File: config.mk
export PLATFORM = sky130hd
export DESIGN_NAME = spmh_red
export DESIGN_NICKNAME = d
export VERILOG_FILES = /design/src/design/spmh_pkg.sv /design/src/design/spmh_red.sv
export SDC_FILE = /design/constraint.sdc
export NUM_CORES = 1
export LEC_CHECK = 0
export BUFFER_PORTS_ARGS = -buffer_cell sky130_fd_sc_hd__clkbuf_2
export CAP_MARGIN = 20
export CORE_MARGIN = 10
export CORE_UTILIZATION = 30
export CTS_CLUSTER_SIZE = 14
export DETAILED_ROUTE_END_ITERATION = 12
export PLACE_DENSITY = 0.57
export SKIP_LAST_GASP = 1
export SYNTH_ARGS = -nofsm -noshare
export SYNTH_HDL_FRONTEND = slang
export SYNTH_SLANG_ARGS = --single-unit
File: constraint.sdc
create_clock -name clock -period 19.79 [get_ports clock]
set_input_delay 4.9475 -clock clock [delete_from_list [all_inputs] [get_ports clock]]
set_output_delay 4.9475 -clock clock [all_outputs]
set_load 0.01 [all_outputs]
File: src/design/spmh_pkg.sv
// Shared constants, tables and pipeline types for the salted power-mod hash.
`default_nettype none
package spmh_pkg;

   localparam int DIGIT_COUNT = 9;
   localparam int PAIR_COUNT = 5;
   localparam int DIGIT_BASE = 5;
   localparam int POWER_STEPS = 5;
   localparam int SUM_LIMIT = 46340;
   localparam int RECIP_SHIFT = 30;

   localparam int KEY_W = 16;
   localparam int SALT_W = 10;
   localparam int SEL_W = 3;
   localparam int HASH_W = 15;
   localparam int X_W = 16;
   localparam int SUM_W = 21;
   localparam int PROD_W = 30;
   localparam int RECIP_W = 16;
   localparam int REM_W = 16;
   localparam int DIGIT_W = 3;
   localparam int PRIME_W = 19;

   localparam logic [SEL_W-1:0] MAX_SEL = SEL_W'(PAIR_COUNT - 1);

   localparam logic [PRIME_W-1:0] PRIME_TAB [PAIR_COUNT] = '{
      19'd306133, 19'd307189, 19'd307823, 19'd308887, 19'd310693
   };
   localparam logic [HASH_W-1:0] MOD_TAB [PAIR_COUNT] = '{
      15'd26407, 15'd26687, 15'd27259, 15'd26717, 15'd27197
   };

   typedef logic [DIGIT_W-1:0] digit_type;
   typedef digit_type [DIGIT_COUNT-1:0] digit_row_type;
   typedef digit_row_type [PAIR_COUNT-1:0] digit_tab_type;
   typedef logic [RECIP_W-1:0] recip_type;
   typedef recip_type [PAIR_COUNT-1:0] recip_tab_type;

   // base-5 digits of each prime, written highest digit first
   localparam digit_row_type DIGITS_0 = '{
      3'd0, 3'd3, 3'd4, 3'd2, 3'd4, 3'd4, 3'd0, 3'd1, 3'd3
   };
   localparam digit_row_type DIGITS_1 = '{
      3'd0, 3'd3, 3'd4, 3'd3, 3'd1, 3'd2, 3'd2, 3'd2, 3'd4
   };
   localparam digit_row_type DIGITS_2 = '{
      3'd0, 3'd3, 3'd4, 3'd3, 3'd2, 3'd2, 3'd2, 3'd4, 3'd3
   };
   localparam digit_row_type DIGITS_3 = '{
      3'd0, 3'd3, 3'd4, 3'd3, 3'd4, 3'd1, 3'd0, 3'd2, 3'd2
   };
   localparam digit_row_type DIGITS_4 = '{
      3'd0, 3'd3, 3'd4, 3'd4, 3'd2, 3'd0, 3'd2, 3'd3, 3'd3
   };

   localparam digit_tab_type DIGIT_TAB = '{
      DIGITS_4, DIGITS_3, DIGITS_2, DIGITS_1, DIGITS_0
   };

   // floor(2^30 / m), last pair first: quotient estimate is exact or one low
   localparam recip_tab_type RECIP_TAB = '{
      16'd39480, 16'd40189, 16'd39390, 16'd40234, 16'd40661
   };

   typedef struct packed {
      logic valid;
      logic err;
      logic [SEL_W-1:0] sel;
      logic [X_W-1:0] x;
      logic [HASH_W-1:0] xr;
      logic [HASH_W-1:0] r;
      logic [SUM_W-1:0] sum;
   } pipe_type;

endpackage
`default_nettype wire

File: src/design/spmh_red.sv
// Three-stage reduction of a product modulo the selected modulus.
`default_nettype none
module spmh_red
   import spmh_pkg::*;
(
   input  wire logic clock,
   input  wire logic reset,
   input  wire pipe_type pipe_i,
   input  wire logic [PROD_W-1:0] p_i,
   output pipe_type pipe_o,
   output logic [HASH_W-1:0] rem_o
);

   pipe_type s1_ff, s2_ff, s3_ff;
   logic [PROD_W-1:0] p1_ff;
   logic [RECIP_W-1:0] t_ff, t_in;
   logic [REM_W-1:0] r_ff, r_in;
   logic [HASH_W-1:0] rem_ff, rem_in;
   logic [PROD_W+RECIP_W-1:0] wide;
   logic [PROD_W:0] qm;
   logic [PROD_W:0] diff;
   logic [HASH_W-1:0] m1, m2;

   always_comb begin
      wide = (PROD_W+RECIP_W)'(p_i) * (PROD_W+RECIP_W)'(RECIP_TAB[pipe_i.sel]);
      t_in = wide[PROD_W+RECIP_W-1:RECIP_SHIFT];
      m1 = MOD_TAB[s1_ff.sel];
      qm = (PROD_W+1)'(t_ff) * (PROD_W+1)'(m1);
      diff = (PROD_W+1)'(p1_ff) - qm;
      r_in = diff[REM_W-1:0];
      m2 = MOD_TAB[s2_ff.sel];
      if (r_ff >= REM_W'(m2)) begin
         rem_in = HASH_W'(r_ff - REM_W'(m2));
      end else begin
         rem_in = HASH_W'(r_ff);
      end
   end

   always_ff @(posedge clock) begin
      p1_ff <= p_i;
      t_ff <= t_in;
      r_ff <= r_in;
      rem_ff <= rem_in;
      if (reset) begin
         s1_ff <= '0;
         s2_ff <= '0;
         s3_ff <= '0;
      end else begin
         s1_ff <= pipe_i;
         s2_ff <= s1_ff;
         s3_ff <= s2_ff;
      end
   end

   assign pipe_o = s3_ff;
   assign rem_o = rem_ff;

endmodule
`default_nettype wire

==> flow_summary.yaml <==
outcome:
  outcome: "finished clean"
detailed_routing:
  totalWireLength_mm: 56.30
  routedWlPerCell_um: 15.71
  wl_met1_mm: 25.56
  drtIter0Drc: 802
  ant_nets: 0
  dr_wl_met2_mm: 26.17
  wl_met3_mm: 3.540
  routed_via_density: 4.208
  via_count: 15080
  drc: 0
  dr.pass1.iters: 6
  top_layer: "met4"
cells_and_area:
  area_growth_pct: 13.48
  drive_gt1_share_pct: 10.98
  fin_nets: 3239
  fill_cells: 8045
sta:
  maxSlewHeadroom_pct: 23.89
  fin_worst_skew_ns: 0.007964
  hold_violations: 0
  min_period_ns: 11.80
  drv_slew: 0
  tightest_slew_ns: 1.137
  timing.fmax_mhz: 84.76
  setup_viol: 0
  grt_setup_unrepaired: "false"
  tns_ns: 0
  fin_crit_sh_pct: 59.62
yosys:
  synth_cell_types: 57
  avgSynthCellArea_sq_um: 10.15
  ys.flop_type: "dfxtp_1"
  synth_top_family_by_area: "adder cells"
  yosysWarnings: 0
  synth-seq-cells: 279
  synthMuxAreaShare_pct: 0.1423
  async_flop_share_pct: 0
  synth_edf_count: 0
  synth-simple-area-share_pct: 14.48
  ys_top_cells_by_area: "fa_1, dfxtp_1, ha_1, inv_1, nor2b_1"
  netlist.area_leader.share_pct: 34.99
  synth.net_count: 3070
  mappedNetlistArea_sq_um: 23740
  synth_compound_area_share_pct: 3.584
  synth_xor_area_share_pct: 2.619
  synth_common_cells: "inv_1, fa_1, dfxtp_1, nor2b_1, ha_1"
  synthCells: 2340
  synth_fa_ha_area_share_pct: 46.11
  synth_most_common_cell: "inv_1"
  yosysTopAreaCell: "fa_1"
  ys_seq_area_share_pct: 23.53
grt:
  grt_pass1_wl_mm: 90.73
  grt-ovfl-total: 0
  grt_max_degree: 111
  track_usage_pct: 12.52
  antenna_found_initial: 1
  grt_pass1_vias: 16100
floorplan:
  num_rows: 103
  die_y_um: 301.3
  ios: 191
  start_util_pct: 30.15
  coreArea_sq_um: 78740
  die-width_um: 301.3
  die_area_sq_um: 90790
setup_path:
  crit_arrival_ns: 12.28
  crit_path_end_kind: "flip-flop"
  cp_max_fo: 19
  cp.required_ns: 20.28
  crit_path_start_kind: "primary input"
  critPathKind: "primary input to flip-flop"
  r2r_setup_slack_ns: 13.15
placed_design:
  hpwl_mm: 46.49
  place.gp.congestion: 0.8715
  portBuffers: 190
clock_tree:
  cts_made_buffers: 30
  clock_latency_ns: 0.57
  postCtsSetupBuffers: 0
  ctsResizeCount: 0
  cts_hold_buffers: 0
  cts_num_sinks: 279
  clk_path_buf_depth: 3
  ctsHtreeMaxLevel: 1
  root_buffer: "clkbuf_16"
  clk_pin_slew_ns: 0.06
  cts_tree: "done"
worst_hold_path:
  hold_path.class: "flip-flop to flip-flop"
run:
  cap_violations: 0
-- routing by layer --
metal,global-route usage (%),vias to the layer above
met5,0,-
met4,2.607,0
met3,2.101,67
met1,17.12,7350
met2,20.56,392
li1,-,7271
-- placed cells by master, fill, tap and decap left out, types with 3 or more instances in the layout --
master / netlist / final
o21bai_1: 9 / 9
nand4_1: 5 / 5
fa_1: 415 / 415
clkbuf_16: 0 / 30
xor2_1: 19 / 19
nor3_1: 38 / 37
o21ai_1: 4 / 4
o21ai_2: 4 / 4
inv_6: 0 / 3
o21ai_0: 11 / 11
a21oi_1: 41 / 41
or4_1: 3 / 3
dfxtp_1: 279 / 279
clkinv_2: 0 / 3
nor2b_1: 228 / 227
nor2_1: 79 / 78
ha_1: 211 / 211
xnor2_1: 52 / 52
o211ai_1: 3 / 3
or2_2: 4 / 4
nand2b_1: 9 / 9
nand2_1: 131 / 131
and2_1: 124 / 124
o21a_1: 5 / 5
inv_1: 539 / 539
buf_4: 0 / 10
clkbuf_1: 61 / 5
nand3_1: 5 / 5
clkbuf_8: 0 / 11
a21oi_2: 4 / 4
a21o_1: 15 / 15
clkbuf_2: 0 / 189
-- cell type report --
class,count,area (sq um),share of cell area [%]
Clock buffer,46,920.9,3.418
Tap cell,1050,1314,4.876
Sequential cell,279,5585,20.73
Clock inverter,10,140.1,0.5202
Multi-Input combinational cell,1458,15910,59.05
Inverter,539,2023,7.510
Antenna cell,1,2.502,0.009289
Timing Repair Buffer,201,1047,3.887
-- worst paths after layout --
kind | startpoint | end | cells after the start
max | pipe_i[68] | t_ff[13] | 27
min | s2_ff[46] | pipe_o[46] | 1
max reg2reg | s1_ff[68] | r_ff[15] | 18
min reg2reg | s2_ff[46] | pipe_o[46] | 1
-- critical path, stage by stage --
cell and delay (ns):
clkbuf_2 0.12, inv_1 0.12, ha_1 0.70, nand2b_1 0.45, buf_4 0.34, and2_1 0.20
fa_1 0.53, inv_1 0.05, fa_1 0.45, fa_1 0.52, inv_1 0.06, fa_1 0.49
fa_1 0.49, inv_1 0.05, fa_1 0.47, inv_1 0.04, ha_1 0.31, a211oi_2 0.24
o211ai_2 0.11, a211oi_2 0.26, o22ai_2 0.15, a31oi_4 0.29, o21ai_2 0.13, o21a_4 0.24
nor4_4 0.15, o41a_1 0.21, xnor2_1 0.13
-- kinds of logic after synthesis --
kind of cell,after synthesis
and+or+nand+nor,637
adders and majority gates,626
buffers and inverters,603
DFF,279
AOI/OAI and AO/OA,121
xor gates and xnor gates,71
muxes,3
-- flip-flops by register name (all words and copies together) (netlist names) --
signal	cells
t_ff	16
pipe_o	72
s1_ff	72
r_ff	16
s2_ff	72
rem_o	15
p1_ff	16
-- through the flow --
| stage | hold slack [ns] | cells | instance area, sq um | utilization (%) | worst slack [ns] |
|---|---|---|---|---|---|
| after CTS | 0.4339 | 3582 | 26920 | 34.19 | 8.094 |
| after global routing | 0.4451 | 3584 | 26940 | 34.21 | 7.711 |
| final | 0.4310 | 3584 | 26940 | 34.21 | 7.992 |
| after detailed placement | 0.4204 | 3526 | 25860 | 32.84 | 7.448 |
| after global placement | 0.4158 | 3526 | 25860 | 32.84 | 7.666 |
| after floorplan | 0.4138 | 2340 | 23740 | - | 8.675 |
Power is not shown: default switching activity piles up to over one toggle a cycle in this logic, so the estimate is an artifact.
