$ cat src/design/spmh_pkg.sv
// Shared constants, tables and pipeline types for the salted power-mod hash.
`default_nettype none
package spmh_pkg;

   localparam int DIGIT_COUNT = 9;
   localparam int PAIR_COUNT = 5;
   localparam int DIGIT_BASE = 5;
   localparam int POWER_STEPS = 5;
   localparam int SUM_LIMIT = 46340;
   localparam int RECIP_SHIFT = 30;

   localparam int KEY_W = 16;
   localparam int SALT_W = 10;
   localparam int SEL_W = 3;
   localparam int HASH_W = 15;
   localparam int X_W = 16;
   localparam int SUM_W = 21;
   localparam int PROD_W = 30;
   localparam int RECIP_W = 16;
   localparam int REM_W = 16;
   localparam int DIGIT_W = 3;
   localparam int PRIME_W = 19;

   localparam logic [SEL_W-1:0] MAX_SEL = SEL_W'(PAIR_COUNT - 1);

   localparam logic [PRIME_W-1:0] PRIME_TAB [PAIR_COUNT] = '{
      19'd306133, 19'd307189, 19'd307823, 19'd308887, 19'd310693
   };
   localparam logic [HASH_W-1:0] MOD_TAB [PAIR_COUNT] = '{
      15'd26407, 15'd26687, 15'd27259, 15'd26717, 15'd27197
   };

   typedef logic [DIGIT_W-1:0] digit_type;
   typedef digit_type [DIGIT_COUNT-1:0] digit_row_type;
   typedef digit_row_type [PAIR_COUNT-1:0] digit_tab_type;
   typedef logic [RECIP_W-1:0] recip_type;
   typedef recip_type [PAIR_COUNT-1:0] recip_tab_type;

   // base-5 digits of each prime, written highest digit first
   localparam digit_row_type DIGITS_0 = '{
      3'd0, 3'd3, 3'd4, 3'd2, 3'd4, 3'd4, 3'd0, 3'd1, 3'd3
   };
   localparam digit_row_type DIGITS_1 = '{
      3'd0, 3'd3, 3'd4, 3'd3, 3'd1, 3'd2, 3'd2, 3'd2, 3'd4
   };
   localparam digit_row_type DIGITS_2 = '{
      3'd0, 3'd3, 3'd4, 3'd3, 3'd2, 3'd2, 3'd2, 3'd4, 3'd3
   };
   localparam digit_row_type DIGITS_3 = '{
      3'd0, 3'd3, 3'd4, 3'd3, 3'd4, 3'd1, 3'd0, 3'd2, 3'd2
   };
   localparam digit_row_type DIGITS_4 = '{
      3'd0, 3'd3, 3'd4, 3'd4, 3'd2, 3'd0, 3'd2, 3'd3, 3'd3
   };

   localparam digit_tab_type DIGIT_TAB = '{
      DIGITS_4, DIGITS_3, DIGITS_2, DIGITS_1, DIGITS_0
   };

   // floor(2^30 / m), last pair first: quotient estimate is exact or one low
   localparam recip_tab_type RECIP_TAB = '{
      16'd39480, 16'd40189, 16'd39390, 16'd40234, 16'd40661
   };

   typedef struct packed {
      logic valid;
      logic err;
      logic [SEL_W-1:0] sel;
      logic [X_W-1:0] x;
      logic [HASH_W-1:0] xr;
      logic [HASH_W-1:0] r;
      logic [SUM_W-1:0] sum;
   } pipe_type;

endpackage
`default_nettype wire

$ cat src/design/spmh_red.sv
// Three-stage reduction of a product modulo the selected modulus.
`default_nettype none
module spmh_red
   import spmh_pkg::*;
(
   input  wire logic clock,
   input  wire logic reset,
   input  wire pipe_type pipe_i,
   input  wire logic [PROD_W-1:0] p_i,
   output pipe_type pipe_o,
   output logic [HASH_W-1:0] rem_o
);

   pipe_type s1_ff, s2_ff, s3_ff;
   logic [PROD_W-1:0] p1_ff;
   logic [RECIP_W-1:0] t_ff, t_in;
   logic [REM_W-1:0] r_ff, r_in;
   logic [HASH_W-1:0] rem_ff, rem_in;
   logic [PROD_W+RECIP_W-1:0] wide;
   logic [PROD_W:0] qm;
   logic [PROD_W:0] diff;
   logic [HASH_W-1:0] m1, m2;

   always_comb begin
      wide = (PROD_W+RECIP_W)'(p_i) * (PROD_W+RECIP_W)'(RECIP_TAB[pipe_i.sel]);
      t_in = wide[PROD_W+RECIP_W-1:RECIP_SHIFT];
      m1 = MOD_TAB[s1_ff.sel];
      qm = (PROD_W+1)'(t_ff) * (PROD_W+1)'(m1);
      diff = (PROD_W+1)'(p1_ff) - qm;
      r_in = diff[REM_W-1:0];
      m2 = MOD_TAB[s2_ff.sel];
      if (r_ff >= REM_W'(m2)) begin
         rem_in = HASH_W'(r_ff - REM_W'(m2));
      end else begin
         rem_in = HASH_W'(r_ff);
      end
   end

   always_ff @(posedge clock) begin
      p1_ff <= p_i;
      t_ff <= t_in;
      r_ff <= r_in;
      rem_ff <= rem_in;
      if (reset) begin
         s1_ff <= '0;
         s2_ff <= '0;
         s3_ff <= '0;
      end else begin
         s1_ff <= pipe_i;
         s2_ff <= s1_ff;
         s3_ff <= s2_ff;
      end
   end

   assign pipe_o = s3_ff;
   assign rem_o = rem_ff;

endmodule
`default_nettype wire

$ cat src/design/spmh_cell.sv
// Power cell: multiplies the running power by x and reduces it mod m.
`default_nettype none
module spmh_cell
   import spmh_pkg::*;
(
   input  wire logic clock,
   input  wire logic reset,
   input  wire pipe_type pipe_i,
   output pipe_type pipe_o
);

   pipe_type pipe_ff;
   logic [PROD_W-1:0] p_ff, p_in;
   pipe_type red_pipe;
   logic [HASH_W-1:0] red_rem;

   assign p_in = PROD_W'(pipe_i.r) * PROD_W'(pipe_i.xr);

   always_ff @(posedge clock) begin
      p_ff <= p_in;
      if (reset) begin
         pipe_ff <= '0;
      end else begin
         pipe_ff <= pipe_i;
      end
   end

   spmh_red u_red (
      .clock (clock),
      .reset (reset),
      .pipe_i(pipe_ff),
      .p_i   (p_ff),
      .pipe_o(red_pipe),
      .rem_o (red_rem)
   );

   always_comb begin
      pipe_o = red_pipe;
      pipe_o.r = red_rem;
   end

endmodule
`default_nettype wire

$ cat config.mk
export PLATFORM = sky130hd
export DESIGN_NAME = spmh_cell
export DESIGN_NICKNAME = d
export VERILOG_FILES = /design/src/design/spmh_pkg.sv /design/src/design/spmh_red.sv /design/src/design/spmh_cell.sv
export SDC_FILE = /design/constraint.sdc
export NUM_CORES = 2
export LEC_CHECK = 0
export ABC_AREA = 1
export BUFFER_PORTS_ARGS = -buffer_cell sky130_fd_sc_hd__buf_2
export CAP_MARGIN = 5
export CORE_ASPECT_RATIO = 1.25
export CORE_UTILIZATION = 25
export DETAILED_ROUTE_END_ITERATION = 7
export GPL_TIMING_DRIVEN = 0
export HOLD_SLACK_MARGIN = 0.12
export SLEW_MARGIN = 30
export SYNTH_ARGS = -nofsm -noshare
export SYNTH_HDL_FRONTEND = slang
export SYNTH_SLANG_ARGS = --single-unit
export TNS_END_PERCENT = 10
$ cat constraint.sdc
create_clock -name clock -period 6.65 [get_ports clock]
set_input_delay 0.665 -clock clock [delete_from_list [all_inputs] [get_ports clock]]
set_output_delay 0.665 -clock clock [all_outputs]
set_load 0.1 [all_outputs]
==> flow_summary.ini <==
[worst_setup_path]
slowest_delay_ns = 0.63
cp.required_ns = 7.10
worst-r2r-cell-count = 19
cp_slowest_cell = clkbuf_1
end_kind = flop
cp_num_buf_inv = 4
crit_top_cell = fa_1
startpoint_type = flop
r2r_slack_ns = 0.32
worst-path-max-fanout = 10
arrival_ns = 6.78
crit_type = flop to flop
cp_top_family = adder cells
critical_path.cell_chain = clkbuf_1, nand2_1, fa_1, fa_1, fa_1, inv_1, fa_1, fa_1, inv_1, fa_1, inv_1, ha_1, a21o_1, a21oi_1, a21boi_0, o21ai_0, nand2_1, nand3_1, xor2_1
r2r_end = u_red.t_ff[15]$_DFF_P_

[worst_hold_path]
holdPathStages = 3
hp-class = input port to flop
worstHoldEndpoint = pipe_ff[6]$_SDFF_PP0_
holdCritStartpoint = pipe_i[6]

[logic_synthesis]
synth.largest_area_cell = fa_1
synth_cells = 4328
ys_seq_elements = 329
synth_ff_type = dfxtp_1
synth_top_cell_area_share_pct = 33.52
synthArstFlopShare_pct = 0
yosysWarningCount = 0
syn_nets = 5288
synth_area_per_cell_um2 = 8.031
ys_seq_area_share_pct = 18.95
synth_area_mm2 = 0.03476
synth-edff-count = 0
synthTopCellsByArea = fa_1, dfxtp_1, inv_1
yosysUniqueCellTypes = 42

[die]
start_util_pct = 25.24
ioPinCount = 146
die_width_um = 335.5
rows = 152
core_mm2 = 0.1377
die_h_um = 418.9
dieArea_mm2 = 0.1405

[timing]
slew_headroom_pct = 33.83
finalCritPeriodShare_pct = 95.20
skew_ns = 0.03780
timing.hold.ws_ns = 0.3179
period_minus_slack_ns = 6.331
worst_pin_slew_ns = 0.9925
finalHoldViolCount = 0
setup_viol = 0
max_freq_mhz = 158.0
rsz0062_at_grt = false
maxSlewViolCount = 0

[final_layout]
final_util_pct = 28.32
multi_input_area_mm2 = 0.02251
n_antenna_cell = 0
area_delta_synth_final_pct = 12.21
layout.area.seq_mm2 = 0.006586
layout-drive-gt1-share_pct = 4.862
stdcell_count = 6373
nNetsFinal = 5457
fin_area_mm2 = 0.03900
fillCellCount = 14890

[detailed_routing]
wl_um = 92420
wl_per_cell_um = 14.50
vias = 26160
drtAntennaViolNets = 0
drc = 0
first_pass_iters = 8
initialDrtViolationCount = 1429
via_per_inst = 4.104

[global_route]
grt_usage_pct = 13.33
grt_pass1_wl_um = 147100
grt_pass1_vias = 27610
grt-ovfl-total = 0
grt_max_degree = 14
antenna_found_initial = 4

[place]
gp_congestion = 0.9573
numPortBuffers = 129
place_area_mm2 = 0.03772
dp.final_hpwl_um = 79650
placed_cells = 6305

[clocking]
numCtsBuffers = 38
postCtsHoldBufs = 0
clk_pin_slew_ns = 0.06
root_buffer = clkbuf_16
cts_sinks = 329
clock_path_buffers = 3
cts_tree = yes
clock_latency_ns = 0.57
ctsHtreeMaxLevel = 2

[run_status]
status = finished clean

[run]
drv_cap = 0
kinds of logic (layout without fill, tap and decap cells):
group	Yosys count	in the layout	synth area share, %
flip-flops	329	329	18.95
XOR/XNOR	74	74	1.865
AND/OR/NAND/NOR	1314	1314	14.81
AO/OA/AOI/OAI	225	225	3.632
buffers and inverters	1500	1697	16.28
adder cells (fa/ha/maj)	886	886	44.47
metal layers:
layer / global-route usage, % / share of wire (%)
met2: 24.44 / 51
met1: 15.57 / 40
met4: 5.464 / 4.3
met3: 1.568 / 4.6
met5: 0 / 0
state kept, by name, summed over array words and instances, names as in the netlist, named ones only:
| signal | flops |
|---|---|
| p_ff | 30 |
| u_red.s1_ff | 57 |
| u_red.r_ff | 16 |
| u_red.s2_ff | 57 |
| pipe_ff | 57 |
| u_red.p1_ff | 16 |
| u_red.t_ff | 16 |
| u_red.pipe_o | 57 |
| u_red.rem_o | 15 |
synth_stat cells, types with 7 or more instances:
cell type,n
a21o_1,8
a21oi_1,94
a31oi_1,20
clkbuf_1,120
dfxtp_1,329
fa_1,582
ha_1,304
inv_1,1365
nand2_1,784
nand3_1,72
nand4_1,20
nor2_1,405
nor3_1,19
o21ai_0,63
o21ai_1,7
o21bai_1,12
xnor2_1,20
xor2_1,54
per-stage QoR:
step	setup slack, ns	TNS, ns
2_1_floorplan	0.9931	0
3_3_place_gp	-0.2237	-0.4572
3_5_place_dp	-0.1484	-0.3189
4_1_cts	0.1058	0
5_1_grt	0.03578	0
6_report	0.3195	0
how the worst max path moves through the flow:
stage / endpoint / cells after the start
after floorplan: p_ff[23]$_DFF_P_ / 20
after global placement: p_ff[23]$_DFF_P_ / 20
after detailed placement: p_ff[25]$_DFF_P_ / 19
after CTS: u_red.t_ff[5]$_DFF_P_ / 23
after global routing: u_red.t_ff[8]$_DFF_P_ / 21
final: u_red.t_ff[15]$_DFF_P_ / 19
tightest hold or removal path: stages:
cell and delay (ns):
buf_2 0.07, inv_1 0.03, nor2_1 0.06
cell usage in the layout, fill, tap and decap left out, drive strengths merged, types with 2 or more instances in the layout:
cell / instances
inv: 1372
nand2: 787
fa: 582
nor2: 406
dfxtp: 329
ha: 304
clkbuf: 178
buf: 136
a21oi: 94
nand3: 73
o21ai: 71
xor2: 54
nand4: 21
a31oi: 20
xnor2: 20
nor3: 20
o21bai: 12
a21o: 8
clkinvlp: 6
a21boi: 5
o21a: 5
o211ai: 5
nor4: 3
a211oi: 3
clkinv: 3
or2: 2
bufinv: 2
area by class of cell:
class / instances / area share, %
multi-input combinational: 2499 / 57.73
sequential: 329 / 16.89
inverter: 1368 / 13.17
tap: 1848 / 5.929
clock buffer: 53 / 2.842
timing repair buffer: 129 / 1.655
buffer: 132 / 1.357
clock inverter: 15 / 0.4363
timing repair:
item | in CTS | in global routing
resized for setup | 0 | 7
setup endpoints to repair | 0 | 12
setup buffers | 0 | 0
Power is left out: the tool's default activity adds up to more than one toggle a clock period on the data nets, which glitch-free logic cannot reach.
