--- src/design/spmh_pkg.sv ---
// Shared constants, tables and pipeline types for the salted power-mod hash.
`default_nettype none
package spmh_pkg;

   localparam int DIGIT_COUNT = 9;
   localparam int PAIR_COUNT = 5;
   localparam int DIGIT_BASE = 5;
   localparam int POWER_STEPS = 5;
   localparam int SUM_LIMIT = 46340;
   localparam int RECIP_SHIFT = 30;

   localparam int KEY_W = 16;
   localparam int SALT_W = 10;
   localparam int SEL_W = 3;
   localparam int HASH_W = 15;
   localparam int X_W = 16;
   localparam int SUM_W = 21;
   localparam int PROD_W = 30;
   localparam int RECIP_W = 16;
   localparam int REM_W = 16;
   localparam int DIGIT_W = 3;
   localparam int PRIME_W = 19;

   localparam logic [SEL_W-1:0] MAX_SEL = SEL_W'(PAIR_COUNT - 1);

   localparam logic [PRIME_W-1:0] PRIME_TAB [PAIR_COUNT] = '{
      19'd306133, 19'd307189, 19'd307823, 19'd308887, 19'd310693
   };
   localparam logic [HASH_W-1:0] MOD_TAB [PAIR_COUNT] = '{
      15'd26407, 15'd26687, 15'd27259, 15'd26717, 15'd27197
   };

   typedef logic [DIGIT_W-1:0] digit_type;
   typedef digit_type [DIGIT_COUNT-1:0] digit_row_type;
   typedef digit_row_type [PAIR_COUNT-1:0] digit_tab_type;
   typedef logic [RECIP_W-1:0] recip_type;
   typedef recip_type [PAIR_COUNT-1:0] recip_tab_type;

   // base-5 digits of each prime, written highest digit first
   localparam digit_row_type DIGITS_0 = '{
      3'd0, 3'd3, 3'd4, 3'd2, 3'd4, 3'd4, 3'd0, 3'd1, 3'd3
   };
   localparam digit_row_type DIGITS_1 = '{
      3'd0, 3'd3, 3'd4, 3'd3, 3'd1, 3'd2, 3'd2, 3'd2, 3'd4
   };
   localparam digit_row_type DIGITS_2 = '{
      3'd0, 3'd3, 3'd4, 3'd3, 3'd2, 3'd2, 3'd2, 3'd4, 3'd3
   };
   localparam digit_row_type DIGITS_3 = '{
      3'd0, 3'd3, 3'd4, 3'd3, 3'd4, 3'd1, 3'd0, 3'd2, 3'd2
   };
   localparam digit_row_type DIGITS_4 = '{
      3'd0, 3'd3, 3'd4, 3'd4, 3'd2, 3'd0, 3'd2, 3'd3, 3'd3
   };

   localparam digit_tab_type DIGIT_TAB = '{
      DIGITS_4, DIGITS_3, DIGITS_2, DIGITS_1, DIGITS_0
   };

   // floor(2^30 / m), last pair first: quotient estimate is exact or one low
   localparam recip_tab_type RECIP_TAB = '{
      16'd39480, 16'd40189, 16'd39390, 16'd40234, 16'd40661
   };

   typedef struct packed {
      logic valid;
      logic err;
      logic [SEL_W-1:0] sel;
      logic [X_W-1:0] x;
      logic [HASH_W-1:0] xr;
      logic [HASH_W-1:0] r;
      logic [SUM_W-1:0] sum;
   } pipe_type;

endpackage
`default_nettype wire

--- src/design/spmh_digit.sv ---
// Digit cell: adds x times one prime digit to the sum and seeds the power chain.
`default_nettype none
module spmh_digit
   import spmh_pkg::*;
(
   input  wire logic clock,
   input  wire logic reset,
   input  wire pipe_type pipe_i,
   input  wire logic [DIGIT_W-1:0] digit_i,
   output pipe_type pipe_o
);

   pipe_type pipe_ff, pipe_in;
   logic [HASH_W-1:0] m;

   always_comb begin
      m = MOD_TAB[pipe_i.sel];
      pipe_in = pipe_i;
      pipe_in.sum = pipe_i.sum + SUM_W'(pipe_i.x) * SUM_W'(digit_i);
      // x is below twice m, so one subtract reduces it
      if (pipe_i.x >= X_W'(m)) begin
         pipe_in.xr = HASH_W'(pipe_i.x - X_W'(m));
      end else begin
         pipe_in.xr = HASH_W'(pipe_i.x);
      end
      pipe_in.r = pipe_in.xr;
   end

   always_ff @(posedge clock) begin
      if (reset) begin
         pipe_ff <= '0;
      end else begin
         pipe_ff <= pipe_in;
      end
   end

   assign pipe_o = pipe_ff;

endmodule
`default_nettype wire

--- config.mk ---
export PLATFORM = sky130hd
export DESIGN_NAME = spmh_digit
export DESIGN_NICKNAME = d
export VERILOG_FILES = /design/src/design/spmh_pkg.sv /design/src/design/spmh_digit.sv
export SDC_FILE = /design/constraint.sdc
export NUM_CORES = 1
export LEC_CHECK = 0
export BUFFER_PORTS_ARGS = -buffer_cell sky130_fd_sc_hd__buf_2
export CAP_MARGIN = 0
export CORE_ASPECT_RATIO = 0.75
export CORE_MARGIN = 2
export CORE_UTILIZATION = 56
export DETAILED_ROUTE_END_ITERATION = 10
export PLACE_DENSITY = 0.92
export SYNTH_ARGS = -nofsm -noshare
export SYNTH_HDL_FRONTEND = slang
export SYNTH_SLANG_ARGS = --single-unit
--- constraint.sdc ---
create_clock -name clock -period 8 [get_ports clock]
set_clock_uncertainty 0.05 [all_clocks]
set_input_delay 0.8 -clock clock [delete_from_list [all_inputs] [get_ports clock]]
set_output_delay 0.8 -clock clock [all_outputs]
set_load 0.02 [all_outputs]
==> qor.yml, run 1 <==
synth_seq_cells: 57
syn-cell-area_um2: 4674
start_kind: "input pin"
synth-async-reset-ratio: 0
syn-num-nets: 690
dp_hpwl_um: 7922
power_frac_comb: 0.466
seq_area_frac_synth: 0.2441
power_frac_seq: 0.296
avgSynthCellArea_um2: 8.530
vias: 3950
die_h_um: 83.13
peakVddDrop_mv: 0.1525
min_period_ps: 3983
cap_violations: 0
die_w_um: 109.5
io_pins: 149
fp-row-count: 28
die_area_um2: 9102
arrival_ps: 4180
area_delta_synth_final_pct: 15.34
fin_cells: 752
start_util: 0.5852
switchingPower_w: 0.0004679
synth_area_leader_cell: "dfxtp_1"
largest_reg_flops: 57
synth_ff_type: "dfxtp_1"
outcome: "complete, no violations"
synth_edf_count: 0
rsz0062_at_grt: "false"
worst_slew_margin_rel: 0.2629
numCtsBuffers: 9
clock_path_buffers: 2
overflow: 0
port_buffers: 118
hp-class: "in -> reg"
end_kind: "register"
cts_hold_buf: 0
yosysTopAreaCellShare: 0.2441
synth_cell_type_count: 68
drc: 0
power.internal_w: 0.0006963
clkPwrFrac: 0.238
synth_area_leaders: "dfxtp_1 (24%), fa_1 (14%), ha_1 (8.8%)"
hold_depth: 2
n_antenna_cell: 0
cp_max_fo: 16
synth_cells: 548
globalplace.congestion: 0.8728
path_class: "in -> reg"
core_area_um2: 7988
drive_above_1_share: 0.2349
firstDrtPassIters: 4
tns_ps: 0
cp_slowest_stage_delay_ps: 530
detail_route.iter0.violations: 155
cts_setup_buffers: 0
wirelength_um: 10080
grt_max_degree: 67
hold_end: "pipe_o[70]$_SDFF_PP0_"
cp.required_ps: 8190
slew_violations: 0
switching_share: 0.4019
setup_viol: 0
cts_tree: "done"
antenna_found_initial: 0
ctsResizeCount: 0
clockRootBuffer: "clkbuf_8"
first_global_vias: 3810
grt_pass1_wl_um: 16960
powerDensity_nw_per_um2: 215.9
ys_warn_count: 0
crit_slowest_cell: "fa_1"
hold_violations: 0
clock-sinks: 57
p_leak_nw: 2.780
worstHoldStart: "pipe_i[70]"
fill_cells: 635
tightest_slew_ps: 1106
htreeDepth: 3
drtAntennaViolNets: 0
clkSlewWorstSetupHoldPaths_ps: 70
placed_cells: 736
worstPathCellList: "buf_2 -> and2_1 -> fa_1 -> inv_1 -> fa_1 -> inv_1 -> ha_1 -> a21oi_1 -> o21ai_1 -> a21o_1 -> a211o_1 -> a221oi_2 -> mux2_1"
clock.fmax_mhz: 251.0
viasPerCell: 5.253
routedWlPerCell_um: 13.41
min_period_over_period: 0.4979
layout.nets: 784
track_usage: 0.2343
-- cell type report --
type,instances,area [um2],share of cell area
multi-input combinational,367,2989,0.5544
inverter,89,334.1,0.06196
timing repair buffer,118,590.6,0.1095
clock buffer,10,137.6,0.02553
clock inverter,6,67.56,0.01253
sequential,57,1141,0.2116
tap,105,131.4,0.02437
-- through the flow --
step	area (um2)	setup slack, ps	power [W]	hold WS (ps)	util
after floorplan	4674	3956	0.0007626	878.2	-
after global placement	5186	3709	0.0008687	965.1	0.6493
after detailed placement	5186	3656	0.0008839	979.9	0.6493
after CTS	5391	4026	0.001171	606.4	0.6750
after global routing	5391	3760	0.001246	624.4	0.6750
final	5391	4017	0.001164	613.1	0.6750
-- logic make-up (layout without fill, tap and decap cells) --
logic type,after synthesis,in the layout,synth area share
AO/OA/AOI/OAI,93,93,0.1427
XOR/XNOR,17,17,0.03185
adder cells (fa/ha/maj),65,65,0.2254
buffers and inverters,124,223,0.1164
flip-flops,57,57,0.2441
multiplexers,14,14,0.03185
AND/OR/NAND/NOR,178,178,0.2077
-- synth_stat cells (all sizes together) (12+ instances only) --
cell type / instances
fa: 32
o21ai: 13
dfxtp: 57
buf: 23
nand2: 18
clkbuf: 12
and2: 45
inv: 89
ha: 33
nor2: 42
a21oi: 24
nor2b: 30
-- critical path, delay by kind of cell --
kind	cells	cell delay (ps)
AND/OR/NAND/NOR	1	180
adder cells (fa/ha/maj)	3	1440
AO/OA/AOI/OAI	5	1130
buffers and inverters	3	280
multiplexers	1	340
-- per-layer routing --
| metal | global-route usage | part of all wire | wire length [um] |
|---|---|---|---|
| met4 | 0.08631 | 0.020 | 197 |
| met3 | 0.05730 | 0.071 | 714 |
| met1 | 0.3020 | 0.44 | 4408 |
| met2 | 0.3782 | 0.47 | 4763 |
| met5 | 0 | 0 | 0 |
-- power groups by stage --
stage          clock (W)  sequential [W]  combinational (W)
3_3_place_gp           0        0.000348           0.000520
5_1_grt         0.000293        0.000348           0.000605
2_1_floorplan          0        0.000412           0.000351
6_report        0.000277        0.000344           0.000543
3_5_place_dp           0        0.000349           0.000535
4_1_cts         0.000284        0.000344           0.000542
-- worst max path at each step --
stage | depth (start not counted) | end | slack (ps) | from
after global routing | 13 | pipe_o[19]$_SDFF_PP0_ | 3760 | digit_i[2]
final | 13 | pipe_o[19]$_SDFF_PP0_ | 4020 | digit_i[2]
after detailed placement | 13 | pipe_o[19]$_SDFF_PP0_ | 3660 | digit_i[2]
after global placement | 13 | pipe_o[19]$_SDFF_PP0_ | 3710 | digit_i[2]
after floorplan | 14 | pipe_o[19]$_SDFF_PP0_ | 3960 | digit_i[1]
after CTS | 13 | pipe_o[19]$_SDFF_PP0_ | 4030 | digit_i[2]
-- cells in the final DEF (no fill, tap or decap), drive strengths merged, types with 3 or more instances in the layout --
master and n:
o21bai 3, a31oi 4, clkbuf 10, a211oi 7
buf 118, xor2 8, dfxtp 57, inv 89
clkinv 3, or3 3, xnor2 9, nor2b 30
nor2 42, fa 32, nand3 8, mux2 7
a21o 7, o211ai 9, nand2b 6, and2 45
nor3 8, o21ai 13, nand2 18, o21a 6
mux2i 7, ha 33, a21boi 3, nand4 4
a21oi 24
No activity file was read; power rests on OpenSTA's default activity.
==> run 2: changes to the inputs <==
- CORE_UTILIZATION: 56 -> 52
- PLACE_DENSITY: 0.92 -> 0.86
- clock period: 8 -> 4 ns (I/O delays scaled with it)
==> run 2 against run 1 <==
Compared with the run above: routed wire length is 4.2% higher; largest power group unchanged; clock power grew to 2.5 times the previous value; via count down 0.13%; power up 110%; critical endpoint unchanged; clock-buffer cell count up 1; non-clock buffer count up 3; utilization decreased by 3.7 points; sequential power increased by 100%; final cell count increased by 0.80%; global-route usage shrank 0.53 points; combinational power grew 100%.
==> qor.yml, run 2 (same netlist as run 1, synthesis figures left out) <==
clock.fmax_mhz: 276.7
end_kind: "register"
tightest_slew_ps: 1136  # +30.36 ps
drc: 0  # unchanged
firstDrtPassIters: 4  # unchanged
die_w_um: 113.5  # +3.6%
grt_pass1_wl_um: 17810  # +5.0%
min_period_ps: 3614
final_cell_mix: "buf_2 (118), inv_1 (88), dfxtp_1 (57), and2_1 (45), nor2_1 (42)"
antenna_found_initial: 0  # unchanged
peakVddDrop_mv: 0.3217  # +110%
drtAntennaViolNets: 0  # unchanged
hold_violations: 0  # unchanged
crit_slowest_cell: "fa_1"
post-place-ws_ps: 83.34  # -3572 ps
tns_ps: 0  # unchanged
n_antenna_cell: 0  # unchanged
cp.required_ps: 4170  # -4020 ps
detail_route.iter0.violations: 159  # +2.6%
vias: 3945  # -0.13%
arrival_ps: 3780  # -400 ps
io_pins: 149  # unchanged
fp-row-count: 29  # +3.6%
die_h_um: 86.11  # +3.6%
rsz0062_at_grt: "false"
path_delay_family: "adder cells"
p_leak_nw: 2.831  # +1.8%
start_kind: "input pin"
globalplace.congestion: 0.8921  # +2.2%
multi_input_area_um2: 2989  # unchanged
clock_path_buffers: 2  # unchanged
drive_above_1_share: 0.2369  # +0.001993
worstPathCellList: "buf_2 -> and2_1 -> fa_1 -> inv_1 -> fa_1 -> inv_1 -> ha_1 -> o211ai_1 -> a21oi_1 -> o211ai_1 -> a21oi_1 -> a221oi_2 -> mux2_1"
numCtsBuffers: 9  # unchanged
min_period_over_period: 0.9036
cts_hold_buf: 0  # unchanged
fill_cells: 727  # +14%
slew_violations: 0  # unchanged
hp-class: "in -> reg"
die_area_um2: 9772  # +7.4%
clkSlewWorstSetupHoldPaths_ps: 50  # -20 ps
cp_slowest_stage_delay_ps: 540  # about the same
regArea_um2: 1141  # unchanged
cap_violations: 0  # unchanged
start_util: 0.5436  # -0.04164
port_buffers: 118  # unchanged
track_usage: 0.2290  # -0.005257
viasPerCell: 5.204  # -0.92%
htreeDepth: 3  # unchanged
layout_commonest_cell: "buf_2"
path_buf_inv: 3  # unchanged
dp_hpwl_um: 8107  # +2.3%
first_global_vias: 3905  # +2.5%
setup_ws_ps: 385.7  # -3631 ps
grt_max_degree: 67  # unchanged
power_w: 0.002500  # +110%
layout.nets: 787  # +0.38%
cts_setup_buffers: 0  # unchanged
path_class: "in -> reg"
cts_tree: "done"
powerDensity_nw_per_um2: 455.7  # +110%
clockRootBuffer: "clkbuf_16"
clock-sinks: 57  # unchanged
setup_viol: 0  # unchanged
whs_ps: 232.0  # -381.0 ps
wirelength_um: 10500  # +4.2%
core_area_um2: 8600  # +7.7%
largest_reg_flops: 57  # unchanged
cp_max_fo: 16  # unchanged
outcome: "complete, no violations"
overflow: 0  # unchanged
routedWlPerCell_um: 13.86  # +3.3%
area_delta_synth_final_pct: 17.37
worst_slew_margin_rel: 0.2426  # -0.02024
ctsResizeCount: 0  # unchanged
run 2: worst paths after layout:
| path | startpoint | end | slack (ps) | cells past startpoint |
|---|---|---|---|---|
| max | digit_i[2] | pipe_o[19]$_SDFF_PP0_ | 390 | 13 |
| min | pipe_i[70] | pipe_o[70]$_SDFF_PP0_ | 230 | 2 |
run 2: routing by layer:
layer / vias up / global-route usage / wire [um]
li1: 1964 / - / -
met1: 1854 / 0.2879 / 4816
met2: 113 / 0.3909 / 5048
met3: 14 / 0.05442 / 494
met4: 0 / 0.07539 / 143
met5: - / 0 / 0
run 2: area by class of cell:
class,count,share of cell area
timing repair buffer,121,0.1117
tap,108,0.02463
clock buffer,11,0.04424
clock inverter,5,0.005701
multi-input combinational,367,0.5448
inverter,89,0.06089
sequential,57,0.2080
run 2: stage by stage:
stage	cells	instance area, um2	utilization
after floorplan	548	4674	-
after global placement	742	5213	0.6061
after detailed placement	742	5213	0.6061
after CTS	758	5487	0.6380
after global routing	758	5487	0.6380
final	758	5487	0.6380
run 2: power breakdown:
| part | total, W | leakage, nW | internal (W) | switching, W |
|---|---|---|---|---|
| Sequential | 0.000693 | 0.475 | 0.000664 | 0.0000282 |
| Combinational | 0.00111 | 2.22 | 0.000437 | 0.000670 |
| Clock | 0.000700 | 0.135 | 0.000433 | 0.000268 |
| Total | 0.00250 | 2.83 | 0.00153 | 0.000966 |
==> run 3: changes to the inputs <==
- RECOVER_POWER: not set -> 50
==> run 3 against run 2 <==
Compared with the run above: worst setup slack gained 3.4 ps; critical path depth is the same; power shrank 1.0%; maximum frequency is essentially flat; flip-flop and latch count is the same; global-route usage is the same; sequential share of layout area grew 0.31 points; die area is the same; clock-buffer cell count is the same; combinational power is essentially flat; sequential power is essentially flat.
==> qor.yml, run 3 (same netlist as run 1, synthesis figures left out) <==
crit_slowest_cell: "fa_1"
path_delay_family: "adder cells"
start_kind: "input pin"
antenna_found_initial: 0  # unchanged
globalplace.congestion: 0.8921  # unchanged
fp-row-count: 29  # unchanged
min_period_ps: 3611  # -3.364 ps
firstDrtPassIters: 7  # +3
utilization: 0.6287  # -0.009312
cts_tree: "done"
io_pins: 149  # unchanged
outcome: "complete, no violations"
power_frac_seq: 0.281  # +0.004
wirelength_um: 10530  # +0.25%
clockRootBuffer: "clkbuf_16"
multi_input_area_um2: 2989  # unchanged
die_area_um2: 9772  # unchanged
start_util: 0.5436  # unchanged
clkPwrFrac: 0.283  # +0.003
cp_max_fo: 16  # unchanged
regArea_um2: 1141  # unchanged
fin_cells: 758  # unchanged
routedWlPerCell_um: 13.89  # +0.25%
powerDensity_nw_per_um2: 457.7  # +0.43%
layout_commonest_cell: "inv_1"
layout.nets: 787  # unchanged
tightest_slew_ps: 1135  # -0.8446 ps
die_h_um: 86.11  # unchanged
path_buf_inv: 3  # unchanged
tns_ps: 0  # unchanged
placed_cells: 742  # unchanged
switching_share: 0.3913  # +0.004946
drive_above_1_share: 0.1385  # -0.09846
port_buffers: 118  # unchanged
cp_slowest_stage_delay_ps: 540  # about the same
htreeDepth: 3  # unchanged
power_w: 0.002474  # -1.0%
n_antenna_cell: 0  # unchanged
peakVddDrop_mv: 0.3228  # +0.35%
drtAntennaViolNets: 0  # unchanged
worstPathCellList: "buf_2 -> and2_1 -> fa_1 -> inv_1 -> fa_1 -> inv_1 -> ha_1 -> o211ai_1 -> a21oi_1 -> o211ai_1 -> a21oi_1 -> a221oi_2 -> mux2_1"
grt_pass1_wl_um: 17810  # unchanged
first_global_vias: 3905  # unchanged
overflow: 0  # unchanged
cts_setup_buffers: 0  # unchanged
cp.required_ps: 4170  # about the same
min_period_over_period: 0.9027  # about the same
path_class: "in -> reg"
p_leak_nw: 2.602  # -8.1%
ctsResizeCount: 0  # unchanged
end_kind: "register"
detail_route.iter0.violations: 151  # -5.0%
clkSlewWorstSetupHoldPaths_ps: 50  # about the same
drc: 0  # unchanged
numCtsBuffers: 9  # unchanged
vias: 3943  # -0.051%
worst_slew_margin_rel: 0.2432  # +0.0005630
die_w_um: 113.5  # unchanged
viasPerCell: 5.202  # about the same
cap_violations: 0  # unchanged
clock_path_buffers: 2  # unchanged
switchingPower_w: 0.0009682  # +0.23%
hold_violations: 0  # unchanged
largest_reg_flops: 57  # unchanged
track_usage: 0.2290  # unchanged
setup_viol: 0  # unchanged
power.internal_w: 0.001506  # -1.8%
cts_hold_buf: 0  # unchanged
final_cell_mix: "inv_1 (88), clkbuf_1 (65), dfxtp_1 (57), buf_2 (54), and2_1 (45)"
grt_max_degree: 67  # unchanged
dp_hpwl_um: 8107  # unchanged
rsz0062_at_grt: "false"
power_frac_comb: 0.436  # -0.007
fill_cells: 765  # +5.2%
clock-sinks: 57  # unchanged
core_area_um2: 8600  # unchanged
arrival_ps: 3780  # about the same
slew_violations: 0  # unchanged
area_delta_synth_final_pct: 15.66
hp-class: "in -> reg"
clock.fmax_mhz: 276.9  # about the same
[run 3: cell count changes in the layout (fill, tap and decap cells not counted), sizes merged]
cell,change
buf,-64
clkbuf,+64
[run 3: path summary, 6_finish.rpt]
kind  cells past startpoint       start                     to
max                      13  digit_i[2]  pipe_o[19]$_SDFF_PP0_
min                       2  pipe_i[70]  pipe_o[70]$_SDFF_PP0_
[run 3: layout make-up]
| cell class | count | area share |
|---|---|---|
| multi-input cells | 367 | 0.5529 |
| well taps | 108 | 0.02499 |
| inverters | 89 | 0.06179 |
| clock inverters | 5 | 0.005786 |
| flip-flops and latches | 57 | 0.2111 |
| clock buffers | 11 | 0.04490 |
| repair buffers | 121 | 0.09859 |
[run 3: per-stage QoR]
stage / setup slack [ps] / instance area (um2) / hold WS, ps
floorplan: 355.6 / 4674 / 478.2
global placement: 169.7 / 5213 / 566.1
detailed placement: 83.34 / 5213 / 577.2
CTS: 409.3 / 5487 / 229.5
global route: 218.1 / 5406 / 266.6
finish: 389.1 / 5406 / 230.8
[run 3: power by group through the flow]
stage	combinational (W)	clock (W)	sequential [W]
floorplan	0.000701	0	0.000824
detailed placement	0.00109	0	0.000701
CTS	0.00111	0.000716	0.000694
global placement	0.00107	0	0.000696
finish	0.00108	0.000700	0.000695
global route	0.00120	0.000741	0.000702
[run 3: layer usage]
layer,part of all wire,wire [um],track usage
met4,0.013,141,0.07539
met1,0.46,4818,0.2879
met5,0,0,0
met3,0.052,545,0.05442
met2,0.48,5024,0.3909
